### src/rtl/core/cce_pkg.sv
`timescale 1ns / 1ps

package cce_pkg;

  // fixed field widths
  localparam int CORR_W = 16;
  localparam int PSI_W  = 21;
  localparam int INV_W  = 17;
  localparam int NVAR_W = 4;
  // variable index width inside the block, covers up to sixteen variables
  localparam int VIDX_W = 4;

  localparam logic [NVAR_W-1:0] NVAR_RESET = 4'd8;
  localparam logic [INV_W-1:0]  INV_RESET  = 17'd65536;

  localparam logic signed [CORR_W-1:0] ONE_Q14 = 16'sd16384;

  // register index codes on the config port
  localparam logic REG_NUM_VARIABLES = 1'b0;
  localparam logic REG_INVERSE_SIZE  = 1'b1;

  // one decoded item handed from the front end to the back end
  typedef struct packed {
    logic                     query;
    logic                     wr_en;
    logic                     err;
    logic                     diag;
    logic [VIDX_W-1:0]        e;
    logic [VIDX_W-1:0]        f;
    logic [VIDX_W-1:0]        g;
    logic [VIDX_W-1:0]        h;
    logic signed [CORR_W-1:0] value;
  } cmd_t;

endpackage

### src/rtl/core/cce_queue.sv
`timescale 1ns / 1ps

module cce_queue import cce_pkg::*; (
  input  logic clk,
  input  logic rst,
  input  logic push,
  input  cmd_t push_cmd,
  output logic full,
  input  logic pop,
  output logic not_empty,
  output cmd_t head
);

  localparam int DEPTH = 2;
  localparam int PTR_W = $clog2(DEPTH);

  cmd_t             entry [DEPTH];
  logic [PTR_W-1:0] wr_ptr;
  logic [PTR_W-1:0] rd_ptr;
  logic [PTR_W:0]   count;

  assign full      = (count == (PTR_W+1)'(DEPTH));
  assign not_empty = (count != '0);
  assign head      = entry[rd_ptr];

  always_ff @(posedge clk) begin
    if (push) entry[wr_ptr] <= push_cmd;
  end

  always_ff @(posedge clk) begin
    if (rst) begin
      wr_ptr <= '0;
      rd_ptr <= '0;
      count  <= '0;
    end else begin
      if (push) wr_ptr <= wr_ptr + PTR_W'(1);
      if (pop) rd_ptr <= rd_ptr + PTR_W'(1);
      if (push && !pop) count <= count + (PTR_W+1)'(1);
      else if (pop && !push) count <= count - (PTR_W+1)'(1);
    end
  end

endmodule

### config.mk
export PLATFORM = sky130hd
export DESIGN_NAME = cce_queue
export DESIGN_NICKNAME = d
export VERILOG_FILES = /design/src/rtl/core/cce_pkg.sv /design/src/rtl/core/cce_queue.sv
export SDC_FILE = /design/constraint.sdc
export NUM_CORES = 1
export LEC_CHECK = 0
export ABC_AREA = 1
export BUFFER_PORTS_ARGS = -buffer_cell sky130_fd_sc_hd__buf_4
export CORE_MARGIN = 2
export CORE_UTILIZATION = 56
export DETAILED_ROUTE_END_ITERATION = 8
export PLACE_DENSITY = 0.91
export SYNTH_ARGS = -nofsm -noshare
export SYNTH_HDL_FRONTEND = slang
export SYNTH_SLANG_ARGS = --single-unit
### constraint.sdc
create_clock -name clk -period 5.3 [get_ports clk]
set_clock_uncertainty 0.15 [all_clocks]
set_input_delay 0.53 -clock clk [delete_from_list [all_inputs] [get_ports clk]]
set_output_delay 0.53 -clock clk [all_outputs]
set_load 0.01 [all_outputs]
Yosys cells after proc, flatten, opt, wreduce, memory -nomap -nowiden
Memories as Yosys holds them, arrays and structs flattened. A register that Yosys moved wholly into a read port is not among the register bits. Cells that the tools add are included.

Latch bits: 0. Output and inout port bits: 38. Flip-flop bits (word level): 4. RAM bits: 72. Bits in read-only memories: 0. Memories: 1. Logic and storage cells: 21. Bits of input ports: 40.

Memories: entry (words 2, width 36, read ports 1, clocked after memory_dff 1, write ports 1, RTL line cce_queue.sv:17) `cmd_t entry [DEPTH];`.

Div/mod/pow operators: 0. Bitwise gates (word level): 0. Mux-type cells: 6. Shift-type cells: 0. Multipliers: 0. Eq/ne operators: 1. Order comparisons: 0. $add $sub $neg: 4. Reductions and logical operators: 6.

Operator list (count): $mux 1 (4); $mux 2 (2); $reduce_bool 2->1 (2); $add 1x1->1 const B (2); $add 2x1->2 const B (1); $eq 2x2->1 const B (1); $logic_and 1x1->1 (2); $logic_not 1->1 (2); $sub 2x1->2 const B (1).

Logic depth before layout (Yosys ltp)
Word-level depth: 4. Depth in mapped cells: 8.

Worst setup path after synthesis
Ideal clock, no wire load.

Kind: input-to-reg. Start: input push. End: memory entry[0][0] in the netlist's numbering, enable pin. Setup time: 0.430 ns. Required time: 4.720 ns. Path buffers: 0. Stages on the path: 2. Path slack: 2.634 ns. Arrival time: 2.086 ns. Path through: inv_1 > nor2_1.

Longest elaborated chain between the ends: 2.

RTL lines: start, declared (RTL line cce_queue.sv:6) `input logic push,`; $mux 1 (RTL line cce_queue.sv:27) `if (push) entry[wr_ptr] <= push_cmd;`; $mux 1 (implied by the code) (RTL line cce_queue.sv:27); end, declared (RTL line cce_queue.sv:17).

No other way between the ends.

==> flow_summary.toml <==
[synthesis]
syn_avg_cell_area_um2 = 20.5
synth_cells = 145
synthTopCellsByArea = "edfxtp_1, mux2_4, dfxtp_1, mux2_2, buf_12"
syn_area_mm2 = 0.00298
yosys.cell_types.count = 16
synthDominantCellAreaShare_pct = 72.6
yosysTopAreaCell = "edfxtp_1"
yosysSeqAreaShare_pct = 76.0
synth_fp_nets = 186
ys.warnings.count = 0
ys_ff_latch = 77

[worst_setup_path]
r2r_slack_ns = 3.60
crit_slowest_cell = "dfxtp_2"
path_max_fanout = 36
path_class = "reg2out"
start_kind = "flip-flop"
end_kind = "output port"
cp.required_ns = 4.62
worstPathArrival_ns = 1.99
path_cells = "mux2_2, buf_4"
r2r_start = "wr_ptr"
critPathTopFamily = "flip-flops"
max_stage_delay_ns = 1.06
critPathBufInv = 1

[pwr]
cellLeakagePower_nw = 1.54
power_mw = 1.36
ir_drop_v = 0.000257
power_density_mw_per_mm2 = 356

[timing]
fin_ws_ns = 2.63
whs_ns = 0.218
max_freq_ghz = 0.374
finalCriticalPeriod_ns = 2.67
rsz0062_at_grt = "no"
tightest_slew_ns = 1.12
setup_viol = 0
finalMaxSlewViolations = 0
maxSlewHeadroom_pct = 25.3
setup_tns_ns = 0
finalCritPeriodShare_pct = 50.4
hold_violations = 0

[routing]
top_layer_used = "met4"
wl_met1_um = 1940
totalWireLength_um = 4740
antenna_left = 0
wl_per_cell_um = 15.5
vias = 1493
via_per_inst = 4.90
drc_errors = 0
wl_met2_um = 2570
dr.pass1.iters = 4
drt_iter0_drc = 69
met3_length_um = 196

[place]
dpl_worst_slack_ns = 2.95
io_buffers = 77
placed_cells = 289
dp_hpwl_um = 3210
place_congestion = 0.687
placed_area_mm2 = 0.00359

[min_path]
min_from = "rst"
hold_class = "in2reg"

[floorplan]
initial_core_util_pct = 58.3
num_rows = 26
die_w_um = 76.9
ios = 78
die_h_um = 76.9
die_area_mm2 = 0.00592
coreArea_mm2 = 0.00511

[cts]
ctsHoldBuffers = 0
cts_tree = "done"
cts_resized = 0
cts_buffer_depth = 2
cts_root_buf = "clkbuf_8"
cts_setup_buffers = 0
clock_latency_ns = 0.32
path_clk_slew_ns = 0.08
htreeDepth = 3
cts_buffers = 9
cts.sinks = 77

[flow_run]
drv_cap = 0

[layout]
syn_to_final_growth_pct = 27.7
final_util_pct = 74.4
antenna_cells = 0
fin_cells = 305
final_nets = 271
drive_gt1_share_pct = 56.2
fin_area_mm2 = 0.00380

[global_route]
antenna_found_initial = 0
grt_max_degree = 37
grt_pass1_vias = 1571
grt_pass1_wl_um = 7600
grt_usage_pct = 17.5
grt_overflow_total = 0

[run_status]
status = "complete, no violations"
cell type report:
cell class | instances | area [µm²]
multi-input cells | 55 | 618
clock buffers | 9 | 124
flip-flops and latches | 77 | 2260
fillers | 323 | 1310
clock inverters | 7 | 90.1
repair buffers | 78 | 586
inverters | 9 | 33.8
well taps | 70 | 87.6
Yosys cell counts (all sizes together):
cell     n
inv      9
nor3     1
mux2    36
a21oi    1
xnor2    1
buf      4
nand4    1
nand2    6
dfxtp    5
nand3    1
nor2     6
ha       1
edfxtp  72
o21ai    1
cell usage in the layout, fill, tap and decap left out, drive strengths merged:
master / count
xnor2: 1
buf: 78
a21oi: 1
clkinvlp: 2
bufinv: 2
inv: 9
mux2: 36
ha: 1
edfxtp: 72
clkinv: 3
nand4: 1
nand3: 1
o21ai: 1
nor2: 6
clkbuf: 9
nand2: 6
nor3: 1
dfxtp: 5
flip-flops by register name, summed over array words and instances (netlist names), named ones only:
signal and count:
count 2, wr_ptr 1, rd_ptr 1, entry 72
routing by layer:
layer,vias up,GRT usage (%)
met5,-,0
met4,0,7.09
met3,2,5.88
met2,48,30.2
met1,727,20.0
li1,716,-
power breakdown:
group / switching [mW] / internal (mW) / total (mW)
Clock: 0.200 / 0.262 / 0.463
Combinational: 0.0642 / 0.103 / 0.168
Sequential: 0.0229 / 0.702 / 0.725
cell families (layout without fill, tap and decap cells):
group                      Yosys count  count (layout)  share of synthesized area [%]
muxes                               36              36                           17.4
and+or+nand+nor                     15              15                           2.06
buffers and inverters               13             103                           3.53
AOI/OAI and AO/OA                    2               2                          0.336
adders and majority gates            1               1                          0.420
xor gates and xnor gates             1               1                          0.294
DFF                                 77              77                           76.0
path summary, 6_finish.rpt:
check,cells after the start,to
setup / recovery,2,head[20]
hold / removal,2,flip-flop
setup reg to reg,1,entry[0][28]
hold reg to reg,2,count[0]
(Power assumes the default switching activity.)
