<file path="src/rtl/core/cce_pkg.sv">
`timescale 1ns / 1ps

package cce_pkg;

  // fixed field widths
  localparam int CORR_W = 16;
  localparam int PSI_W  = 21;
  localparam int INV_W  = 17;
  localparam int NVAR_W = 4;
  // variable index width inside the block, covers up to sixteen variables
  localparam int VIDX_W = 4;

  localparam logic [NVAR_W-1:0] NVAR_RESET = 4'd8;
  localparam logic [INV_W-1:0]  INV_RESET  = 17'd65536;

  localparam logic signed [CORR_W-1:0] ONE_Q14 = 16'sd16384;

  // register index codes on the config port
  localparam logic REG_NUM_VARIABLES = 1'b0;
  localparam logic REG_INVERSE_SIZE  = 1'b1;

  // one decoded item handed from the front end to the back end
  typedef struct packed {
    logic                     query;
    logic                     wr_en;
    logic                     err;
    logic                     diag;
    logic [VIDX_W-1:0]        e;
    logic [VIDX_W-1:0]        f;
    logic [VIDX_W-1:0]        g;
    logic [VIDX_W-1:0]        h;
    logic signed [CORR_W-1:0] value;
  } cmd_t;

endpackage

</file>
<file path="src/rtl/core/cce_front.sv">
`timescale 1ns / 1ps

module cce_front import cce_pkg::*; #(
  parameter int MAX_VARIABLES = 8,
  parameter int VAR_W         = 3,
  parameter int PAIR_W        = 5
) (
  input  logic                     in_valid,
  output logic                     in_stall,
  input  logic                     kind,
  input  logic [VAR_W-1:0]         var_row,
  input  logic [VAR_W-1:0]         var_col,
  input  logic signed [CORR_W-1:0] corr_value,
  input  logic [PAIR_W-1:0]        pair_row,
  input  logic [PAIR_W-1:0]        pair_col,
  input  logic [NVAR_W-1:0]        num_variables,
  input  logic                     queue_full,
  output logic                     push,
  output cmd_t                     cmd
);

  localparam int CNT_W = $clog2(MAX_VARIABLES * MAX_VARIABLES) + 1;
  localparam int P_W   = VIDX_W + 1;

  logic [P_W-1:0]   p;
  logic [CNT_W-1:0] pm1;
  logic [CNT_W-1:0] k;
  logic [CNT_W-1:0] zi;
  logic [CNT_W-1:0] zj;
  logic [CNT_W-1:0] z_hi;
  logic [CNT_W-1:0] z_lo;
  logic [2*VIDX_W-1:0] ef;
  logic [2*VIDX_W-1:0] gh;

  // pair index to (row, col) of the upper triangle, rows searched in parallel
  function automatic logic [2*VIDX_W-1:0] pair_of(input logic [CNT_W-1:0] z,
                                                  input logic [CNT_W-1:0] pm);
    logic [VIDX_W-1:0] e;
    logic [VIDX_W-1:0] f;
    logic [CNT_W-1:0]  st;
    logic [CNT_W-1:0]  st_e;
    e    = '0;
    st_e = '0;
    for (int a = 0; a < MAX_VARIABLES - 1; a++) begin
      st = CNT_W'(a) * pm - CNT_W'(a * (a - 1) / 2);
      if (CNT_W'(a) < pm && st <= z) begin
        e    = VIDX_W'(a);
        st_e = st;
      end
    end
    f = e + VIDX_W'(1) + VIDX_W'(z - st_e);
    return {e, f};
  endfunction

  assign in_stall = queue_full;
  assign push     = in_valid && !queue_full;

  always_comb begin
    if ({1'b0, num_variables} > P_W'(MAX_VARIABLES)) p = P_W'(MAX_VARIABLES);
    else p = {1'b0, num_variables};
    pm1 = (p == '0) ? '0 : CNT_W'(p) - CNT_W'(1);
    k   = (CNT_W'(p) * pm1) >> 1;
    zi  = CNT_W'(pair_row);
    zj  = CNT_W'(pair_col);
    // larger index gives (e,f)
    if (zj > zi) begin
      z_hi = zj;
      z_lo = zi;
    end else begin
      z_hi = zi;
      z_lo = zj;
    end
    ef = pair_of(z_hi, pm1);
    gh = pair_of(z_lo, pm1);
  end

  always_comb begin
    cmd.query = kind;
    cmd.value = corr_value;
    cmd.wr_en = ({1'b0, var_row} < (VAR_W+1)'(MAX_VARIABLES)) &&
                ({1'b0, var_col} < (VAR_W+1)'(MAX_VARIABLES));
    cmd.err   = (zi >= k) || (zj >= k);
    cmd.diag  = (zi == zj);
    if (kind) begin
      cmd.e = ef[2*VIDX_W-1:VIDX_W];
      cmd.f = ef[VIDX_W-1:0];
      cmd.g = gh[2*VIDX_W-1:VIDX_W];
      cmd.h = gh[VIDX_W-1:0];
    end else begin
      cmd.e = VIDX_W'(var_row);
      cmd.f = VIDX_W'(var_col);
      cmd.g = '0;
      cmd.h = '0;
    end
  end

endmodule

</file>
<file path="config.mk">
export PLATFORM = sky130hd
export DESIGN_NAME = cce_front
export DESIGN_NICKNAME = d
export VERILOG_FILES = /design/src/rtl/core/cce_pkg.sv /design/src/rtl/core/cce_front.sv
export SDC_FILE = /design/constraint.sdc
export NUM_CORES = 1
export LEC_CHECK = 0
export ABC_AREA = 1
export BUFFER_PORTS_ARGS = -buffer_cell sky130_fd_sc_hd__buf_2
export CAP_MARGIN = 20
export CORE_ASPECT_RATIO = 1.75
export CORE_MARGIN = 2
export CORE_UTILIZATION = 35
export DETAILED_ROUTE_END_ITERATION = 16
export GPL_TIMING_DRIVEN = 0
export REMOVE_ABC_BUFFERS = 1
export SYNTH_ARGS = -nofsm -noshare
export SYNTH_HDL_FRONTEND = slang
export SYNTH_SLANG_ARGS = --single-unit
</file>
<file path="constraint.sdc">
create_clock -name vclk -period 8.3
set_input_delay 1.66 -clock vclk [all_inputs]
set_output_delay 1.66 -clock vclk [all_outputs]
set_load 0.01 [all_outputs]
</file>
# == Word level (Yosys, flattened, before mapping) ==
# Cells that the tools add are included.
# word_totals
reg_bits,0
out_inout_bits,38
wordCells,84
# op_classes
add_sub_neg,12
multipliers,4
magnitude_cmp,22
eq_ne,1
muxes,29
n_reduce_logical,16
# op_table
op,n
two-way mux 4 bit,23
less-or-equal comparator 7 x 5 -> 1 bit,12
< comparator 3 x 7 -> 1 bit (first input constant),3
two-way mux 16 bit,1
< comparator 2 x 7 -> 1 bit (first input constant),2
subtractor 7 x 4 -> 7 bit (second input constant),2
logical AND 1 bit,13
greater-or-equal comparator 5 x 6 -> 1 bit,2
two-way mux 5 bit,2
adder 4 x 1 -> 4 bit (second input constant),2
adder 4 bit,2
subtractor 4 bit,2
< comparator 1 x 7 -> 1 bit (first input constant),1
multiplier 2 x 7 -> 6 bit (first input constant),1
multiplier 2 x 7 -> 7 bit (first input constant),1
multiplier 3 x 7 -> 7 bit (first input constant),1
multiplier 4 x 7 -> 7 bit,1
two-way mux 7 bit,1
subtractor 7 x 1 -> 7 bit (second input constant),1
subtractor 7 x 2 -> 7 bit (second input constant),1
subtractor 7 x 3 -> 7 bit (second input constant),1
subtractor 5 x 1 -> 6 bit (second input constant),1
== test 5 bit,1
greater-than comparator 5 bit,1
5 further kinds,6

# == Logic depth before layout (Yosys ltp) ==
# Gate-level depths: netlist of run 1.
# depth
ltp_word,15
depth_mapped,38
depth_no_buf,37

# == Worst setup path after synthesis of run 1 ==
# Ideal clock, no wire load.
# synth_timing
path_type,input-to-output
from,input num_variables[3]
to,output cmd[27] in the netlist's numbering
arrival_time_ns,6.331
required_time_ns,6.640
slack_ns,0.309
stages,24
n_path_buf,1
cell_sequence,buf_6 > inv_8 > nand2_4 > inv_4 > nand2_1 > inv_1 > nor2_4 > inv_1 > ha_1 > ha_1 > fa_1 > xnor2_1 > ha_1 > nand4_1 > o21ai_0 > nand3_4 > or2_2 > nand3_1 > fa_1 > ha_1 > a21oi_1 > a21boi_1 > a21oi_1 > nor2_1
# synth_lines
element,line,rtl
"start, declared",cce_front.sv:16,"input logic [NVAR_W-1:0] num_variables,"
"end, declared",cce_front.sv:19,output cmd_t cmd

==> impl_metrics.ini, run 1 <==
[run_status]
status = completed

[placed_design]
gp_congestion = 0.870
hpwlAfterDp_um = 9300
numPortBuffers = 42
placed_cells = 761

[yosys]
synthXorXnorAreaFrac_pct = 3.24
synth-simple-area-share_pct = 27.5
synth_common_cells = nand2_1, inv_1, ha_1, a21oi_1, nand3_1
synth_top_family_by_area = adder cells
synth.area.mux_share_pct = 0
yosysWarnings = 0
netlist.area_leader.share_pct = 29.6
synth_compound_area_share_pct = 15.7
synth_area_leader_cell = ha_1
synth_area_um2 = 4020
yosysSeqAreaShare_pct = 0
synth_cell_type_count = 52
syn_avg_cell_area_um2 = 6.86
synthTopCellsByArea = ha_1, nand2_1, inv_1, fa_1, a21oi_1
synthCells = 586
synth_fa_ha_area_share_pct = 38.5
yosysMostFrequentCell = nand2_1

[timing]
min_period_over_period_pct = 97.0
maxSlewViolCount = 0
fin_crit_ps = 8050
max_freq_ghz = 0.124
worstMarginPinSlew_ps = 592
hold_violations = 0
fin_setup_tns_ps = 0
final-setup-viol-count = 0
max_slew_margin_pct = 60.6
holdWs_ps = 3320

[floorplan]
rows = 51
core_area_um2 = 11200
die_area_um2 = 12400
ios = 77
die_y_um = 146
die_w_um = 85
start_util_pct = 36.0

[cells_and_area]
drive_gt1_share_pct = 22.2
clkbuf_count = 0
stdcell_count = 780
syn2layout_area_growth_pct = 16.0
regArea_um2 = 0
nFlopsAndLatches = 0
antenna_cells = 0
layout.nets = 802
fin_util_pct = 41.8

[power]
p_leak_nw = 2.62
power_mw = 0.915
power.density_nw_per_um2 = 196
peakVddDrop_v = 0.000147

[route]
drt_first_pass_iters = 4
vias_per_cell = 5.16
drt_iter0_markers = 125
antenna_left = 0
drt-total-wl_um = 11400
wl_per_cell_um = 14.6
remaining_drc_errors = 0
num_vias = 4027

[critical_path]
required_ps = 6640
critPathLaunchType = input port
criticalPathCategory = input port to output port
cp_max_fo = 8
worstSetupEndpointType = output port
crit_arrival_ps = 6390

[global_routing]
grt_max_degree = 16
grt_pass1_vias = 3886
grt_usage_pct = 17.4
grt_overflow = 0
grt_antenna_before_repair = 0
grt_pass1_wl_um = 17800

[min_path]
min_from = corr_value[10]
holdPathEnd = cmd[10]
holdCritPathClass = input port to output port
hold_path_depth = 0

[flow_run]
cap_violations = 0

[clock_network]
ctsHoldBuffers = 0
## timing repair
item                       4_1_cts  5_1_grt
setup buffers                   10        9
setup endpoints to repair        8        4
hold endpoints to repair         0        0
pin swaps                        4        7
gates resized for setup         17       30
## final cells by class
class / instances / area, um2
Fill cell: 1142 / 6500
Multi-Input combinational cell: 478 / 3700
Inverter: 107 / 427
Timing Repair Buffer: 63 / 375
Tap cell: 132 / 165
## report_power, final
group	internal (mW)	total, mW	switching [mW]
Combinational	0.375	0.915	0.540
Sequential	0	0	0
Clock	0	0	0
Total	0.375	0.915	0.540
## metrics by stage
stage	area, um2	worst slack [ps]
4_1_cts	4440	12.4
6_report	4660	247
5_1_grt	4660	-89.8
3_3_place_gp	4300	-725
3_5_place_dp	4310	-818
2_1_floorplan	3920	472
## critical path, cell delays in order
cell and delay (ps):
buf_6 150, inv_8 70, nand2_8 120, inv_8 60, nand2_1 90, inv_2 60
nor2_4 110, buf_4 150, clkinvlp_4 100, ha_1 300, ha_1 320, fa_2 410
xnor2_4 220, ha_4 230, a21oi_1 130, nand2_1 80, o21ai_2 90, nand3_4 150
or2_2 300, nand3_1 110, fa_1 440, ha_1 350, a21oi_1 150, a21boi_2 210
nand3_2 80, nand2_1 60, nor2_1 30, buf_2 130
## layout by cell type (no fill, tap or decap), types with 3 or more instances in the layout
| master | n |
|---|---|
| o21ai_2 | 6 |
| inv_2 | 9 |
| fa_2 | 4 |
| ha_4 | 4 |
| inv_1 | 92 |
| o221ai_1 | 3 |
| ha_1 | 91 |
| nand2_2 | 13 |
| buf_2 | 42 |
| nand2_4 | 4 |
| conb_1 | 25 |
| nor2_4 | 3 |
| fa_1 | 14 |
| o21a_1 | 7 |
| nand3b_1 | 3 |
| nand4_1 | 7 |
| xor2_1 | 9 |
| a21oi_2 | 9 |
| buf_4 | 19 |
| a21oi_1 | 31 |
| a31oi_1 | 3 |
| nand3_4 | 4 |
| nand2_1 | 117 |
| o21ai_0 | 19 |
| nand3_2 | 4 |
| nor2_1 | 28 |
| nand3_1 | 35 |
## layer usage
layer / share of wire [%] / global-route usage (%) / wire length [um]
met5: 0 / 0.826 / 0
met4: 6.3 / 7.94 / 721
met3: 4.5 / 2.10 / 514
met2: 53 / 33.5 / 6070
met1: 36 / 17.9 / 4050
## how the worst max path moves through the flow
stage / to / slack, ps / cells past startpoint / start
floorplan: cmd[27] / 470 / 22 / num_variables[3]
finish: cmd[27] / 250 / 28 / num_variables[3]
detailed placement: cmd[27] / -820 / 27 / num_variables[3]
global placement: cmd[27] / -720 / 27 / num_variables[3]
CTS: cmd[19] / 10 / 36 / num_variables[3]
global route: cmd[19] / -90 / 39 / num_variables[3]
## cell families (layout without fill, tap and decap cells)
group	after synthesis	after routing
and+or+nand+nor	226	226
buffers and inverters	131	170
adders and majority gates	113	113
other	2	25
xor gates and xnor gates	14	14
AOI/OAI and AO/OA	100	100
(Power assumes the default switching activity.)
==> run 2, diff against run 1 <==
==> constraint.sdc (replaced) <==
create_clock -name vclk -period 10.36
set_input_delay 2.072 -clock vclk [all_inputs]
set_output_delay 2.072 -clock vclk [all_outputs]
set_load 0.01 [all_outputs]
==> run 2 against run 1 <==
Against the previous run:
- first-iteration DRC count rose by 11%
- via count decreased by 3.5%
- wire length is 5.7% lower
- utilization decreased by 3.2 points
- critical path type unchanged
- clock-buffer cell count did not move
- combinational power is 27% lower
- global-route usage down 0.45 points
- sequential share of layout area stayed put
- highest routed layer unchanged
- die area is the same
- power down 27%
==> impl_metrics.ini, run 2 (synthesis gave the netlist of run 1 again) <==
[cells_and_area]
regArea_um2 = 0
antenna_cells = 0
clkbuf_count = 0
drive_gt1_share_pct = 14.9
syn2layout_area_growth_pct = 7.22
nFlopsAndLatches = 0
layout_commonest_cell = nand2_1
stdcell_count = 761
final_cell_mix = nand2_1, inv_1, ha_1
fin_util_pct = 38.6
layout.nets = 783

[timing]
min_period_over_period_pct = 95.7
rsz0062_at_grt = no
worst_slack_ps = 450
fin_crit_ps = 9910
hold_violations = 0
final-setup-viol-count = 0
max_slew_margin_pct = 31.7
fin_setup_tns_ps = 0
maxSlewViolCount = 0
worstMarginPinSlew_ps = 1020
max_freq_ghz = 0.101

[placed_design]
hpwlAfterDp_um = 9300
pre_cts_ws_ps = 418
numPortBuffers = 42
placed_cells = 761
gp_congestion = 0.870

[min_path]
holdPathEnd = cmd[10]
hold_path_depth = 0
min_from = corr_value[10]
holdCritPathClass = input port to output port

[critical_path]
critPathLaunchType = input port
max_stage_delay_ps = 480
cp_num_buf_inv = 6
slowest_stage = fa_1
critPathTopFamily = adder cells
cp_max_fo = 12
crit_arrival_ps = 7840
required_ps = 8290
criticalPathCategory = input port to output port
worstSetupEndpointType = output port
crit_top_cell = ha_1

[floorplan]
ios = 77
die_area_um2 = 12400
core_area_um2 = 11200
rows = 51
die_w_um = 85
die_y_um = 146
start_util_pct = 36.0

[route]
drt_first_pass_iters = 4
antenna_left = 0
highest_layer = met4
drt-total-wl_um = 10700
vias_per_cell = 5.11
drt_iter0_markers = 139
wl_per_cell_um = 14.1
num_vias = 3887
wl_met1_um = 4040
met3_length_um = 447
dr_wl_met2_um = 5570
remaining_drc_errors = 0

[global_routing]
grt_pass1_wl_um = 17400
grt_antenna_before_repair = 0
grt_usage_pct = 16.9
grt_pass1_vias = 3800
grt_overflow = 0
grt_max_degree = 16

[clock_network]
ctsHoldBuffers = 0
cts_resized = 0
post_cts_buffers = 0

[power]
p_leak_nw = 2.52
power.density_nw_per_um2 = 156
peakVddDrop_v = 0.0000986

[flow_run]
cap_violations = 0

[run_status]
status = completed
==> run 2: changes by cell type in the layout (fill, tap and decap cells not counted), moves of 2 or more <==
cell / previous run / this run
buf_4: 19 / 1
a21oi_1: 31 / 39
a21oi_2: 9 / 2
inv_1: 92 / 98
fa_1: 14 / 18
fa_2: 4 / 0
ha_1: 91 / 95
ha_4: 4 / 0
inv_2: 9 / 6
o21ai_0: 19 / 22
buf_6: 2 / 0
clkinvlp_4: 2 / 0
nand2_1: 117 / 119
o21ai_2: 6 / 4
==> run 2: final cells by class <==
cell class / count / area, um2
repair buffers: 44 / 223
inverters: 107 / 412
fillers: 1175 / 6860
well taps: 132 / 165
multi-input cells: 478 / 3510
==> run 2: how the worst max path moves through the flow <==
stage | end | slack, ps | depth (start not counted) | startpoint
after CTS | cmd[27] | 410 | 27 | num_variables[3]
after global routing | cmd[19] | 140 | 31 | num_variables[3]
after global placement | cmd[27] | 510 | 27 | num_variables[3]
after detailed placement | cmd[27] | 420 | 27 | num_variables[3]
final | cmd[27] | 450 | 27 | num_variables[3]
after floorplan | cmd[27] | 1710 | 22 | num_variables[3]
==> run 2: routing by layer <==
| metal | track usage, % | vias up |
|---|---|---|
| met4 | 8.02 | 0 |
| met5 | 0.826 | - |
| met1 | 17.8 | 1774 |
| li1 | - | 1967 |
| met2 | 32.2 | 113 |
| met3 | 1.93 | 33 |
==> run 2: through the flow <==
step	hold WS [ps]	total power, mW	cell area [um2]
final	4140	0.671	4310
after global routing	4140	0.769	4310
after CTS	4140	0.676	4310
after detailed placement	4140	0.673	4310
after global placement	4140	0.650	4300
after floorplan	4140	0.511	3920
==> run 2: where the power goes <==
part / internal (mW) / switching (mW) / total, mW
registers: 0 / 0 / 0
logic: 0.266 / 0.406 / 0.671
clock network: 0 / 0 / 0
